**src/rtl/core/skc_pkg.sv**
```systemverilog
package skc_pkg;

    // k-mer geometry
    localparam int MAX_WORD_LEN = 8;
    localparam int KMER_W       = 2 * MAX_WORD_LEN;
    localparam int TABLE_DEPTH  = 1 << KMER_W;

    // field widths
    localparam int CODE_W = 4;
    localparam int OFF_W  = 32;
    localparam int CNT_W  = 32;
    localparam int LEN_W  = 4;
    localparam int RUN_W  = 4;
    localparam int CFG_W  = 32;
    localparam int CFG_A_W = 2;

    // stream widths, padded to whole bytes
    localparam int S_TDATA_W = ((CODE_W + OFF_W + 7) / 8) * 8;
    localparam int M_TDATA_W = ((KMER_W + OFF_W + CNT_W + 7) / 8) * 8;

    // remainder unit: DIV_BITS dividend bits per cycle
    localparam int DIV_BITS  = 4;
    localparam int DIV_STEPS = OFF_W / DIV_BITS;
    localparam int DIV_CNT_W = $clog2(DIV_STEPS);

    localparam logic [CNT_W-1:0]  COUNT_MAX = '1;
    localparam logic [CODE_W-1:0] BASE_MAX  = CODE_W'(3);
    localparam logic [RUN_W-1:0]  RUN_MAX   = '1;

    // register indexes
    localparam logic [CFG_A_W-1:0] REG_WORD_LEN  = CFG_A_W'(0);
    localparam logic [CFG_A_W-1:0] REG_SKIP_DIST = CFG_A_W'(1);
    localparam logic [CFG_A_W-1:0] REG_MAX_HITS  = CFG_A_W'(2);

    // register reset values
    localparam logic [LEN_W-1:0] WORD_LEN_RST  = LEN_W'(MAX_WORD_LEN);
    localparam logic [LEN_W-1:0] SKIP_DIST_RST = LEN_W'(1);
    localparam logic [CNT_W-1:0] MAX_HITS_RST  = '1;

    typedef struct packed {
        logic              accept;
        logic              div_step;
        logic              rnd;
        logic              eval;
        logic              inc;
        logic              wr;
        logic              clr_en;
        logic [KMER_W-1:0] clr_addr;
    } skc_cmd_t;

    typedef struct packed {
        logic need_div;
        logic sample;
        logic out_free;
    } skc_stat_t;

    // low 2*k bits set
    function automatic logic [KMER_W-1:0] kmer_mask(input logic [LEN_W-1:0] k);
        logic [KMER_W-1:0] m;
        m = '0;
        for (int j = 0; j < KMER_W; j++)
        begin
            m[j] = (j < 2 * int'(k));
        end
        return m;
    endfunction

endpackage

```
**src/rtl/core/skc_ctrl.sv**
```systemverilog
module skc_ctrl
    import skc_pkg::*;
(
    input  logic      clk,
    input  logic      rst_n,
    input  logic      s_tvalid,
    output logic      s_tready,
    input  skc_stat_t stat,
    output skc_cmd_t  cmd
);

    typedef enum logic [2:0] {
        ST_CLEAR,
        ST_IDLE,
        ST_DIV,
        ST_RND,
        ST_EVAL,
        ST_INC,
        ST_WR
    } state_t;

    state_t                 state_reg;
    logic                   s_tready_reg;
    logic [KMER_W-1:0]      clr_cnt_reg;
    logic [DIV_CNT_W-1:0]   div_cnt_reg;
    logic                   accept;

    assign accept   = (state_reg == ST_IDLE) && s_tvalid && s_tready_reg;
    assign s_tready = s_tready_reg;

    always_comb
    begin
        cmd          = '0;
        cmd.accept   = accept;
        cmd.div_step = (state_reg == ST_DIV);
        cmd.rnd      = (state_reg == ST_RND);
        cmd.eval     = (state_reg == ST_EVAL);
        cmd.inc      = (state_reg == ST_INC);
        cmd.wr       = (state_reg == ST_WR) && stat.out_free;
        cmd.clr_en   = (state_reg == ST_CLEAR);
        cmd.clr_addr = clr_cnt_reg;
    end

    always_ff @(posedge clk or negedge rst_n)
    begin
        if (!rst_n)
        begin
            state_reg    <= ST_CLEAR;
            s_tready_reg <= 1'b0;
            clr_cnt_reg  <= '0;
            div_cnt_reg  <= '0;
        end
        else
        begin
            case (state_reg)
                ST_CLEAR:
                begin
                    clr_cnt_reg <= clr_cnt_reg + KMER_W'(1);
                    if (clr_cnt_reg == {KMER_W{1'b1}})
                    begin
                        state_reg    <= ST_IDLE;
                        s_tready_reg <= 1'b1;
                    end
                end
                ST_IDLE:
                begin
                    if (accept)
                    begin
                        s_tready_reg <= 1'b0;
                        div_cnt_reg  <= '0;
                        state_reg    <= stat.need_div ? ST_DIV : ST_EVAL;
                    end
                end
                ST_DIV:
                begin
                    div_cnt_reg <= div_cnt_reg + DIV_CNT_W'(1);
                    if (div_cnt_reg == DIV_CNT_W'(DIV_STEPS - 1))
                    begin
                        state_reg <= ST_RND;
                    end
                end
                ST_RND:
                begin
                    state_reg <= ST_EVAL;
                end
                ST_EVAL:
                begin
                    if (stat.sample)
                    begin
                        state_reg <= ST_INC;
                    end
                    else
                    begin
                        state_reg    <= ST_IDLE;
                        s_tready_reg <= 1'b1;
                    end
                end
                ST_INC:
                begin
                    state_reg <= ST_WR;
                end
                ST_WR:
                begin
                    if (stat.out_free)
                    begin
                        state_reg    <= ST_IDLE;
                        s_tready_reg <= 1'b1;
                    end
                end
                default:
                begin
                    state_reg    <= ST_CLEAR;
                    s_tready_reg <= 1'b0;
                end
            endcase
        end
    end

endmodule

```
**config.mk**
```make
export PLATFORM = sky130hd
export DESIGN_NAME = skc_ctrl
export DESIGN_NICKNAME = d
export VERILOG_FILES = /design/src/rtl/core/skc_pkg.sv /design/src/rtl/core/skc_ctrl.sv
export SDC_FILE = /design/constraint.sdc
export NUM_CORES = 1
export LEC_CHECK = 0
export BUFFER_PORTS_ARGS = -buffer_cell sky130_fd_sc_hd__buf_4
export CAP_MARGIN = 15
export CORE_UTILIZATION = 35
export CTS_BUF_LIST = sky130_fd_sc_hd__clkbuf_16
export CTS_CLUSTER_DIAMETER = 40
export DETAILED_ROUTE_END_ITERATION = 12
export MAX_ROUTING_LAYER = met4
export SETUP_SLACK_MARGIN = 0.4
export SLEW_MARGIN = 0
export SYNTH_ARGS = -nofsm -noshare
export SYNTH_HDL_FRONTEND = slang
export SYNTH_SLANG_ARGS = --single-unit
```
**constraint.sdc**
```tcl
create_clock -name clk -period 1.9 [get_ports clk]
set_clock_uncertainty 0.05 [all_clocks]
set_input_delay 0.19 -clock clk [delete_from_list [all_inputs] [get_ports clk]]
set_output_delay 0.19 -clock clk [all_outputs]
set_load 0.005 [all_outputs]
```
==> summary.txt, run 1 <==
Run status
  – Status: finished clean

Setup path
  – CP Data Arrival Time: 1.33 ns
  – FF-to-FF setup slack: 0.35 ns
  – Highest net fanout along the worst path: 8
  – R2R Path End: s_tready$_DFFE_PN0P_
  – Reg-to-Reg Start: clr_cnt_reg[9]$_DFFE_PN0P_
  – CP required: ~1.7 ns
  – Critical Path End Type: output port
  – CP Launch Type: flop
  – WS Path Type: flop to output port
  – Worst r2r path cells: 4

Logic synthesis
  – Synth area leader: dfrtp_1
  – Post-Synthesis Cells: 118
  – Synthesis-stage register bit count: 23
  – Synth area leaders: dfrtp_1 49%, xnor2_1 9.0%, nand2_1 5.5%
  – Post-Synthesis Cell Area: 1170 um^2
  – Post-synth cell types: 33
  – Syn_nets: 127
  – Synth Area per Inst: 9.88 um^2
  – Yosys warning count: 0
  – Post-synthesis sequential area ratio: 49.4%
  – Top cell type's share of synthesized area: 49.4%
  – Number of synthesized flops with an enable pin: 0
  – Fraction of registers with async set/reset: 100%
  – Primary FF master, synth: dfrtp_1

Route
  – DRT antenna net count: 0
  – Average vias per placed instance: 5.03
  – # DRC: 0
  – Initial DRC count: 40
  – Post-Route WL: 2.66 mm
  – WL/cell: 12.7 um
  – DR vias: 1057
  – DR pass1 iterations: 4

Hold path
  – Hold Path Depth: 3
  – Hold Path Sink: state_reg[2]$_DFFE_PN0P_
  – Hold path start: stat[1]
  – Hold WC Path Type: input port to flop

Place
  – RD Place Congestion: 0.834
  – HPWL after detailed placement: 1.71 mm
  – Place WS: 0.239 ns
  – Port bufs: 29

STA
  – Final setup margin: 0.328 ns
  – Finish-stage setup viols: 0
  – Final Hold Violating Endpoints: 0
  – Max-slew headroom: 71.6%
  – Tmin final: between 1.5 and 2 ns
  – Worst-Margin Slew: ~0.42 ns
  – Setup TNS: 0 ns
  – Period utilization: between 80% and 90%
  – Final Max Tran Viols: 0
  – Fmax: between 600 and 700 MHz
  – RSZ-0062 raised after global routing: yes

Clocking
  – CTS tree: yes
  – Total CTS buffers: 3
  – Clock latency on the worst-skew pair: 0.25 ns
  – Clock Path Buffers: 2
  – Root Buffer: clkbuf_16
  – Sink Count: 23
  – H-Tree Depth: 1
  – Clock slew at reported path FFs: 0.06 ns

Finish
  – Largest register FFs: 16
  – Layout area overhead: 47.5%
  – # diodes: 0
  – Final nets: 176
  – Filler cells: 299
  – Final Util: between 50% and 60%
  – Reg area: just under 600 um^2
  – Footprint of the multi-input gates: around 600 um^2
  – Share of layout cells above drive strength 1: a little over two fifths

GRT
  – Vias in the first global route: 1012
  – Total GRT Usage: around 17%
  – Grt total ovfl: 0
  – Pin count of the biggest net entering global routing: 24
  – First-pass GRT wire length: 4.40 mm
  – Antenna violations before repair: 0

Floorplan
  – Die height: ~60 um
  – Initial Utilization: between 30% and 40%
  – Overall die width: 59.7 um
  – Core area: 3100 um^2
  – Die area: roughly 3600 um^2
  – IO Count: 30
  – # rows: 20

Pwr
  – Peak VDD IR: 0.553 mV
  – Pwr Density: 551 nW/um^2
  – Leak: slightly above 0.8 nW
  – Design Power: roughly 0.95 mW

Run
  – Max cap viols: 0
routing by layer:
| metal | up-vias | global-route usage, % | wire length [um] |
|---|---|---|---|
| li1 | 511 | - | - |
| met1 | 515 | 20.9 | 1140 |
| met2 | 29 | 27.6 | 1390 |
| met3 | 2 | 4.33 | 110 |
| met4 | 0 | 3.99 | 15 |
| met5 | - | - | 0 |
synthesized netlist by cell type (2+ instances only):
master	count
xor2_1	3
nor2_1	7
or3_1	2
nand4_1	7
a21oi_1	2
nor3_1	4
nand2b_1	2
o21ai_0	5
xnor2_1	12
inv_1	4
buf_2	2
nand3_1	5
ha_1	3
and3_1	3
nand2_1	17
dfrtp_1	23
cells by family after synthesis:
kind of cell / count (synthesis) / share of synthesized area (%)
AO/OA/AOI/OAI: 16 / 9.44
XOR/XNOR: 15 / 11.3
AND/OR/NAND/NOR: 53 / 23.6
adder cells (fa/ha/maj): 3 / 3.22
flip-flops: 23 / 49.4
buffers and inverters: 8 / 3.11
layout make-up:
cell class | count | area share, %
Clock buffer | 3 | 4.36
Clock inverter | 1 | 0.218
Inverter | 4 | 1.02
Multi-Input combinational cell | 87 | 35.6
Sequential cell | 23 | 33.6
Tap cell | 44 | 3.20
Timing Repair Buffer | 48 | 22.0
timing repair:
| action | 4_1_cts | 5_1_grt |
|---|---|---|
| pin swaps | 7 | 6 |
| setup endpoints to repair | 17 | 19 |
| hold endpoints to repair | 23 | 0 |
| resized for setup | 12 | 11 |
| hold buffers | 1 | 0 |
| setup buffers | 13 | 3 |
worst max path at each step:
stage	start	to	slack, ns	cells past startpoint
after detailed placement	state_reg[1]$_DFFE_PN0P_	clr_cnt_reg[3]$_DFFE_PN0P_	0.24	4
after global placement	clr_cnt_reg[0]$_DFFE_PN0P_	s_tready$_DFFE_PN0P_	0.26	5
after CTS	state_reg[1]$_DFFE_PN0P_	clr_cnt_reg[12]$_DFFE_PN0P_	0.32	4
final	state_reg[1]$_DFFE_PN0P_	cmd[16]	0.33	3
after floorplan	clr_cnt_reg[0]$_DFFE_PN0P_	s_tready$_DFFE_PN0P_	0.36	5
after global routing	state_reg[1]$_DFFE_PN0P_	clr_cnt_reg[15]$_DFFE_PN0P_	0.28	4
metrics by stage:
| stage | instance area (um^2) | hold slack, ns | instances |
|---|---|---|---|
| 2_1_floorplan | 1180 | -0.156 | 118 |
| 3_3_place_gp | 1440 | 0.0500 | 189 |
| 3_5_place_dp | 1440 | 0.0506 | 189 |
| 4_1_cts | 1670 | 0.181 | 207 |
| 5_1_grt | 1720 | 0.197 | 210 |
| 6_report | 1720 | 0.181 | 210 |
placed cells by master, fill, tap and decap left out, drive strengths merged, types with 3 or more instances in the layout:
master,synthesis,final
and3,3,3
buf,3,47
clkbuf,1,3
dfrtp,23,23
ha,3,3
inv,4,5
nand2,17,17
nand3,6,6
nand4,7,7
nor2,8,8
nor3,5,5
o21ai,5,5
xnor2,12,12
xor2,3,3
report_power, final:
part / total [mW] / switching (mW) / internal [mW]
clock: 0.438 / 0.157 / 0.280
combinational: 0.0210 / 0.0124 / 0.00856
sequential: 0.490 / 0 / 0.490
total: 0.948 / 0.170 / 0.779
worst max-delay path, stage by stage (launching register included):
cell	delay, ns
dfrtp_2	0.45
or3_4	0.45
inv_4	0.09
buf_6	0.09
(Power assumes the default switching activity.)
==> run 2, diff against run 1 <==
Settings changed: ABC_AREA from default to 1.
Clock period 1.9 ns to 1.4 ns, I/O delays scaled along.
==> summary.txt, run 2 <==
Run status
  – Status: finished with violations
  – Failing checks: setup timing

Place
  – RD Place Congestion: 0.822 (-1.4%)
  – Port bufs: 29 (unchanged)
  – Place WS: -0.0195 ns (-0.258 ns)
  – HPWL after detailed placement: 2.18 mm (+27%)
  – Placed inst area: 1740 um^2 (+21%)
  – Placed insts: 243 (+29%)

Clocking
  – Clock Path Buffers: 2 (unchanged)
  – CTS tree: yes
  – Root Buffer: clkbuf_16
  – Total CTS buffers: 3 (unchanged)
  – Clock latency on the worst-skew pair: 0.25 ns (about the same)
  – H-Tree Depth: 1 (unchanged)
  – Sink Count: 23 (unchanged)
  – Clock slew at reported path FFs: 0.06 ns (about the same)

STA
  – Hold slack: 0.260 ns (+0.0790 ns)
  – Period utilization: 106%
  – Finish-stage setup viols: 10 (+10)
  – RSZ-0062 raised after global routing: yes
  – Final Hold Violating Endpoints: 0 (unchanged)
  – Max-slew headroom: 80.2% (+8.6 points)
  – Tmin final: around 1.5 ns
  – Worst-Margin Slew: 0.297 ns (-0.127 ns)
  – Final setup margin: -0.0827 ns (-0.410 ns)
  – Setup TNS: -0.299 ns (-0.299 ns)
  – Fmax: 674 MHz
  – Final Max Tran Viols: 0 (unchanged)

Finish
  – Layout area overhead: 85.1%
  – Final nets: 236 (+34%)
  – Reg area: 588 um^2 (+1.7%)
  – Most common cell after layout, fill and taps aside: buf_6
  – Largest register FFs: 16 (unchanged)
  – Most frequent cells in the layout: 44 x buf_6, 31 x nand2_1, 29 x buf_4
  – Share of layout cells above drive strength 1: 61.1% (+18 points)
  – # diodes: 0 (unchanged)
  – Filler cells: 256 (-14%)
  – Non-Filler Instances: 272 (+30%)
  – Footprint of the multi-input gates: 870 um^2 (+42%)
  – Design area: 2410 um^2 (+40%)

Logic synthesis
  – Top-count cell post-synth: nand2_1
  – Synth area leader: dfrtp_1
  – Fraction of registers with async set/reset: 100% (unchanged)
  – Synth area leaders: dfrtp_1 44%, nand2_1 10%, nand3_1 5.8%
  – Synth Area per Inst: 8.74 um^2 (-12%)
  – Primary FF master, synth: dfrtp_1
  – Syn_nets: 158 (+24%)
  – Post-synthesis sequential area ratio: 44.2% (-5.2 points)
  – Yosys warning count: 0 (unchanged)
  – Number of synthesized flops with an enable pin: 0 (unchanged)
  – Post-Synthesis Cell Area: 1300 um^2 (+12%)
  – Post-Synthesis Cells: 149 (+26%)
  – Top cell type's share of synthesized area: 44.2% (-5.2 points)
  – Post-synth cell types: 27 (-18%)
  – Synthesis-stage register bit count: 23 (unchanged)
  – Most frequent cells after synthesis: 35 x nand2_1, 23 x dfrtp_1, 15 x inv_1, 15 x nand3_1, 7 x nor2_1

GRT
  – First-pass GRT wire length: 5.58 mm (+27%)
  – Antenna violations before repair: 0 (unchanged)
  – Grt total ovfl: 0 (unchanged)
  – Total GRT Usage: 18.0% (+1.1 points)
  – Vias in the first global route: 1244 (+23%)
  – Pin count of the biggest net entering global routing: 24 (unchanged)

Route
  – Average vias per placed instance: 4.78 (-5.1%)
  – # DRC: 0 (unchanged)
  – DR pass1 iterations: 4 (unchanged)
  – WL/cell: 14.0 um (+10%)
  – DR vias: 1299 (+23%)
  – Post-Route WL: 3.81 mm (+43%)
  – Initial DRC count: 47 (+18%)
  – DRT antenna net count: 0 (unchanged)

Setup path
  – Highest net fanout along the worst path: 3 (-5)
  – Critical Path End Type: flop
  – CP Data Arrival Time: 1.58 ns (+0.25 ns)
  – Slowest-stage cell, CP: dfrtp_2
  – CP Launch Type: flop
  – WS Path Type: flop to flop
  – CP peak stage delay: 0.44 ns (about the same)
  – Critical path cell sequence: buf_6 -> nand3_4 -> nor2_4 -> nand2_2 -> nor2_4 -> nand2_4 -> o21ai_1 -> nand2_1
  – Crit path top cell by count: nor2_4
  – CP required: 1.49 ns (-0.17 ns)

Floorplan
  – Core area: 3440 um^2 (+11%)
  – Die area: 3970 um^2 (+11%)
  – # rows: 21 (+5.0%)
  – Initial Utilization: 37.8% (+0.26 points)
  – Overall die width: 63.0 um (+5.5%)
  – IO Count: 30 (unchanged)
  – Die height: 63.0 um (+5.5%)

Pwr
  – Register share of total power: 51.2% (-0.5 points)
  – Peak VDD IR: 0.340 mV (-39%)
  – Pwr Density: 539 nW/um^2 (-2.3%)
  – Combinational share of power: 2.2% (about the same)
  – Sw power: 0.242 mW (+42%)
  – Switching share of power: 18.6% (+0.73 points)
  – Power share of the clock group: 46.6% (+0.5 points)
  – Leak: 1.20 nW (+46%)
  – Int Pwr: 1.06 mW (+36%)

Hold path
  – Hold WC Path Type: input port to asynchronous set/reset pin

Run
  – Max cap viols: 0 (unchanged)
run 2: changes by cell type after synthesis, sizes merged, moves of 3 or more:
| cell | previous run | this run |
|---|---|---|
| nand2 | 17 | 39 |
| nand3 | 6 | 16 |
| nor2 | 8 | 14 |
| and3 | 3 | 0 |
| xor2 | 3 | 6 |
| inv | 4 | 19 |
| xnor2 | 12 | 7 |
run 2: layer usage:
metal	vias up	GRT usage (%)	wire length, um	part of all wire, %
li1	636	-	-	-
met1	632	22.1	1530	40
met2	27	31.7	2110	56
met3	4	2.55	115	3.0
met4	0	2.62	49	1.3
met5	-	-	0	0
run 2: power by group through the flow:
stage | logic (mW) | registers, mW | clock network, mW
5_1_grt | 0.0334 | 0.664 | 0.644
2_1_floorplan | 0.00142 | 0.677 | 0
4_1_cts | 0.0291 | 0.664 | 0.620
6_report | 0.0289 | 0.665 | 0.605
3_5_place_dp | 0.0270 | 0.677 | 0
3_3_place_gp | 0.0258 | 0.677 | 0
run 2: final cells by class:
type,count,area share (%)
clock inverters,1,0.156
inverters,19,3.27
flip-flops and latches,23,24.4
clock buffers,3,3.11
well taps,46,2.39
multi-input cells,105,36.1
repair buffers,75,30.6
run 2: through the flow:
step,power [mW],utilization (%)
after floorplan,0.679,-
after global routing,1.34,70.0
after CTS,1.31,63.8
after global placement,0.703,50.5
after detailed placement,0.704,50.5
final,1.30,70.0
run 2: worst paths after layout:
check                                            from                           to  slack, ns  cells past startpoint
max in group asynchronous                       rst_n   clr_cnt_reg[6]$_DFFE_PN0P_       0.79                      2
min reg2reg                div_cnt_reg[2]$_DFFE_PN0P_   div_cnt_reg[2]$_DFFE_PN0P_       0.48                      2
max                        clr_cnt_reg[1]$_DFFE_PN0P_  clr_cnt_reg[13]$_DFFE_PN0P_      -0.08                      8
min in group clk                              stat[2]     state_reg[1]$_DFFE_PN0P_       0.27                      5
max reg2reg                clr_cnt_reg[1]$_DFFE_PN0P_  clr_cnt_reg[13]$_DFFE_PN0P_      -0.08                      8
min                                             rst_n  clr_cnt_reg[11]$_DFFE_PN0P_       0.26                      2
run 2: kinds of logic after synthesis:
group | count (synthesis) | synth area share, %
simple gates | 83 | 34.1
flops | 23 | 44.2
buf+inv | 21 | 6.92
xor+xnor | 13 | 9.32
compound gates | 6 | 2.59
fa+ha+maj | 3 | 2.88
run 2: worst max-delay path: cells and delay by family (launching register included):
family / cells / cell delay (ns)
DFF: 1 / 0.44
and+or+nand+nor: 6 / 0.63
buffers and inverters: 1 / 0.13
AOI/OAI and AO/OA: 1 / 0.12
run 2: what timing repair did:
item / CTS / global route
endpoints found under the setup margin: 46 / 47
pin swaps: 14 / 17
hold buffers: 1 / 0
hold endpoints to repair: 23 / 0
resized for setup: 68 / 33
gates cloned: 0 / 0
setup buffers: 13 / 11
==> run 3, diff against run 2 <==
Settings changed: CORE_ASPECT_RATIO from default to 0.8.
==> summary.txt, run 3 (same netlist as run 2, synthesis figures left out) <==
Run status
  – Status: finished with violations
  – Failing checks: setup timing

STA
  – Period utilization: 105% (-1.0 points)
  – Final Max Tran Viols: 0 (unchanged)
  – Tmin final: 1.47 ns (-0.0140 ns)
  – Worst-Margin Slew: 0.303 ns (+0.00603 ns)
  – Max-slew headroom: 79.8% (-0.40 points)
  – Final setup margin: -0.0687 ns (+0.0140 ns)
  – Final Hold Violating Endpoints: 0 (unchanged)
  – RSZ-0062 raised after global routing: yes
  – Finish-stage setup viols: 10 (unchanged)
  – Hold slack: 0.266 ns (+0.00633 ns)
  – Fmax: 681 MHz (+0.95%)

Place
  – RD Place Congestion: 0.891 (+8.3%)
  – HPWL after detailed placement: 2.32 mm (+6.8%)
  – Port bufs: 29 (unchanged)

Clocking
  – CTS tree: yes
  – H-Tree Depth: 1 (unchanged)
  – Sink Count: 23 (unchanged)
  – Clock Path Buffers: 2 (unchanged)
  – Clock slew at reported path FFs: 0.06 ns (about the same)
  – Total CTS buffers: 3 (unchanged)
  – Root Buffer: clkbuf_16
  – Clock latency on the worst-skew pair: 0.25 ns (about the same)

GRT
  – Grt total ovfl: 0 (unchanged)
  – Total GRT Usage: 19.5% (+1.5 points)
  – Pin count of the biggest net entering global routing: 24 (unchanged)
  – Antenna violations before repair: 0 (unchanged)
  – First-pass GRT wire length: 5.98 mm (+7.2%)
  – Vias in the first global route: 1315 (+5.7%)

Setup path
  – CP Data Arrival Time: 1.28 ns (-0.30 ns)
  – CP Buf/Inv Count: 4 (+3)
  – CP peak stage delay: 0.38 ns (-0.06 ns)
  – Critical path cell sequence: buf_6 -> inv_8 -> nor3_4 -> nand3_2 -> inv_1 -> buf_4
  – CP required: 1.21 ns (-0.28 ns)
  – Reg-to-Reg Start: clr_cnt_reg[1]$_DFFE_PN0P_
  – CP Launch Type: flop
  – Highest net fanout along the worst path: 4 (+1)
  – Worst path top cell family by delay: buffers and inverters
  – Critical Path End Type: output port
  – WS Path Type: flop to output port
  – Slowest-stage cell, CP: dfrtp_1
  – Crit path from: state_reg[0]$_DFFE_PN0P_
  – WP depth: 6 (-2)
  – Worst r2r path cells: 9 (+1)

Finish
  – # diodes: 0 (unchanged)
  – Largest register FFs: 16 (unchanged)
  – Final nets: 240 (+1.7%)
  – Layout area overhead: 87.7%
  – Most frequent cells in the layout: 44 x buf_6, 33 x buf_4, 30 x nand2_1
  – Most common cell after layout, fill and taps aside: buf_6
  – Filler cells: 261 (+2.0%)
  – Footprint of the multi-input gates: 866 um^2 (-0.43%)
  – Reg area: 583 um^2 (-0.85%)
  – Share of layout cells above drive strength 1: 61.3% (+0.24 points)
  – Final Util: 70.0% (-0.087 points)

Pwr
  – Design Power: 1.30 mW (about the same)
  – Pwr Density: 531 nW/um^2 (-1.3%)
  – Leak: 1.22 nW (+1.3%)
  – Peak VDD IR: 0.554 mV (+63%)

Route
  – WL/cell: 14.7 um (+5.2%)
  – DR vias: 1334 (+2.7%)
  – Average vias per placed instance: 4.90 (+2.7%)
  – Post-Route WL: 4.01 mm (+5.2%)
  – Initial DRC count: 29 (-38%)
  – DRT antenna net count: 0 (unchanged)
  – DR pass1 iterations: 4 (unchanged)
  – # DRC: 0 (unchanged)

Floorplan
  – Initial Utilization: 37.3% (-0.57 points)
  – IO Count: 30 (unchanged)
  – Core area: 3490 um^2 (+1.5%)
  – Die height: 56.6 um (-10%)
  – Die area: 3970 um^2 (about the same)
  – # rows: 19 (-9.5%)
  – Overall die width: 70.2 um (+11%)

Run
  – Max cap viols: 0 (unchanged)

Hold path
  – Hold WC Path Type: input port to asynchronous set/reset pin
-- run 3: final timing paths --
| path | slack (ns) | end |
|---|---|---|
| max | -0.07 | cmd[22] |
| min | 0.27 | clr_cnt_reg[9]$_DFFE_PN0P_ |
| max reg2reg | -0.06 | clr_cnt_reg[15]$_DFFE_PN0P_ |
| min reg2reg | 0.47 | clr_cnt_reg[12]$_DFFE_PN0P_ |
| max in group asynchronous | 0.78 | clr_cnt_reg[6]$_DFFE_PN0P_ |
| min in group clk | 0.27 | state_reg[2]$_DFFE_PN0P_ |
-- run 3: power breakdown --
group / leakage [nW] / switching (mW) / total (mW) / internal (mW)
Combinational: 0.890 / 0.0174 / 0.0286 / 0.0112
Sequential: 0.284 / 0 / 0.665 / 0.665
Clock: 0.0423 / 0.225 / 0.606 / 0.381
Total: 1.22 / 0.242 / 1.30 / 1.06
-- run 3: through the flow --
stage | cell area, um^2 | TNS [ns] | cells | worst slack (ns)
2_1_floorplan | 1330 | 0 | 149 | 0.0231
3_3_place_gp | 1730 | 0 | 238 | 0.0122
3_5_place_dp | 1730 | -0.134 | 238 | -0.0682
4_1_cts | 2180 | -0.0739 | 263 | -0.0177
5_1_grt | 2440 | -1.76 | 272 | -0.168
6_report | 2440 | -0.381 | 272 | -0.0687
-- run 3: layout make-up --
class                           count  area share [%]
Clock buffer                        3            3.07
Timing Repair Buffer               79            31.6
Tap cell                           42            2.15
Inverter                           19            3.74
Clock inverter                      1           0.154
Multi-Input combinational cell    105            35.4
Sequential cell                    23            23.8
-- run 3: timing repair --
action / CTS / global route
resized for setup: 55 / 48
pin swaps: 16 / 12
hold buffers: 1 / 0
hold endpoints to repair: 23 / 0
endpoints found under the setup margin: 46 / 47
setup buffers: 20 / 9
-- run 3: routing by layer --
layer  up-vias  share of wire, %  track usage [%]  wire [um]
met1       642                40             23.4       1590
met2        37                55             34.8       2190
li1        645                 -                -          -
met5         -                 0                -          0
met4         0               2.2             6.00         90
met3        10               3.3             2.15        133
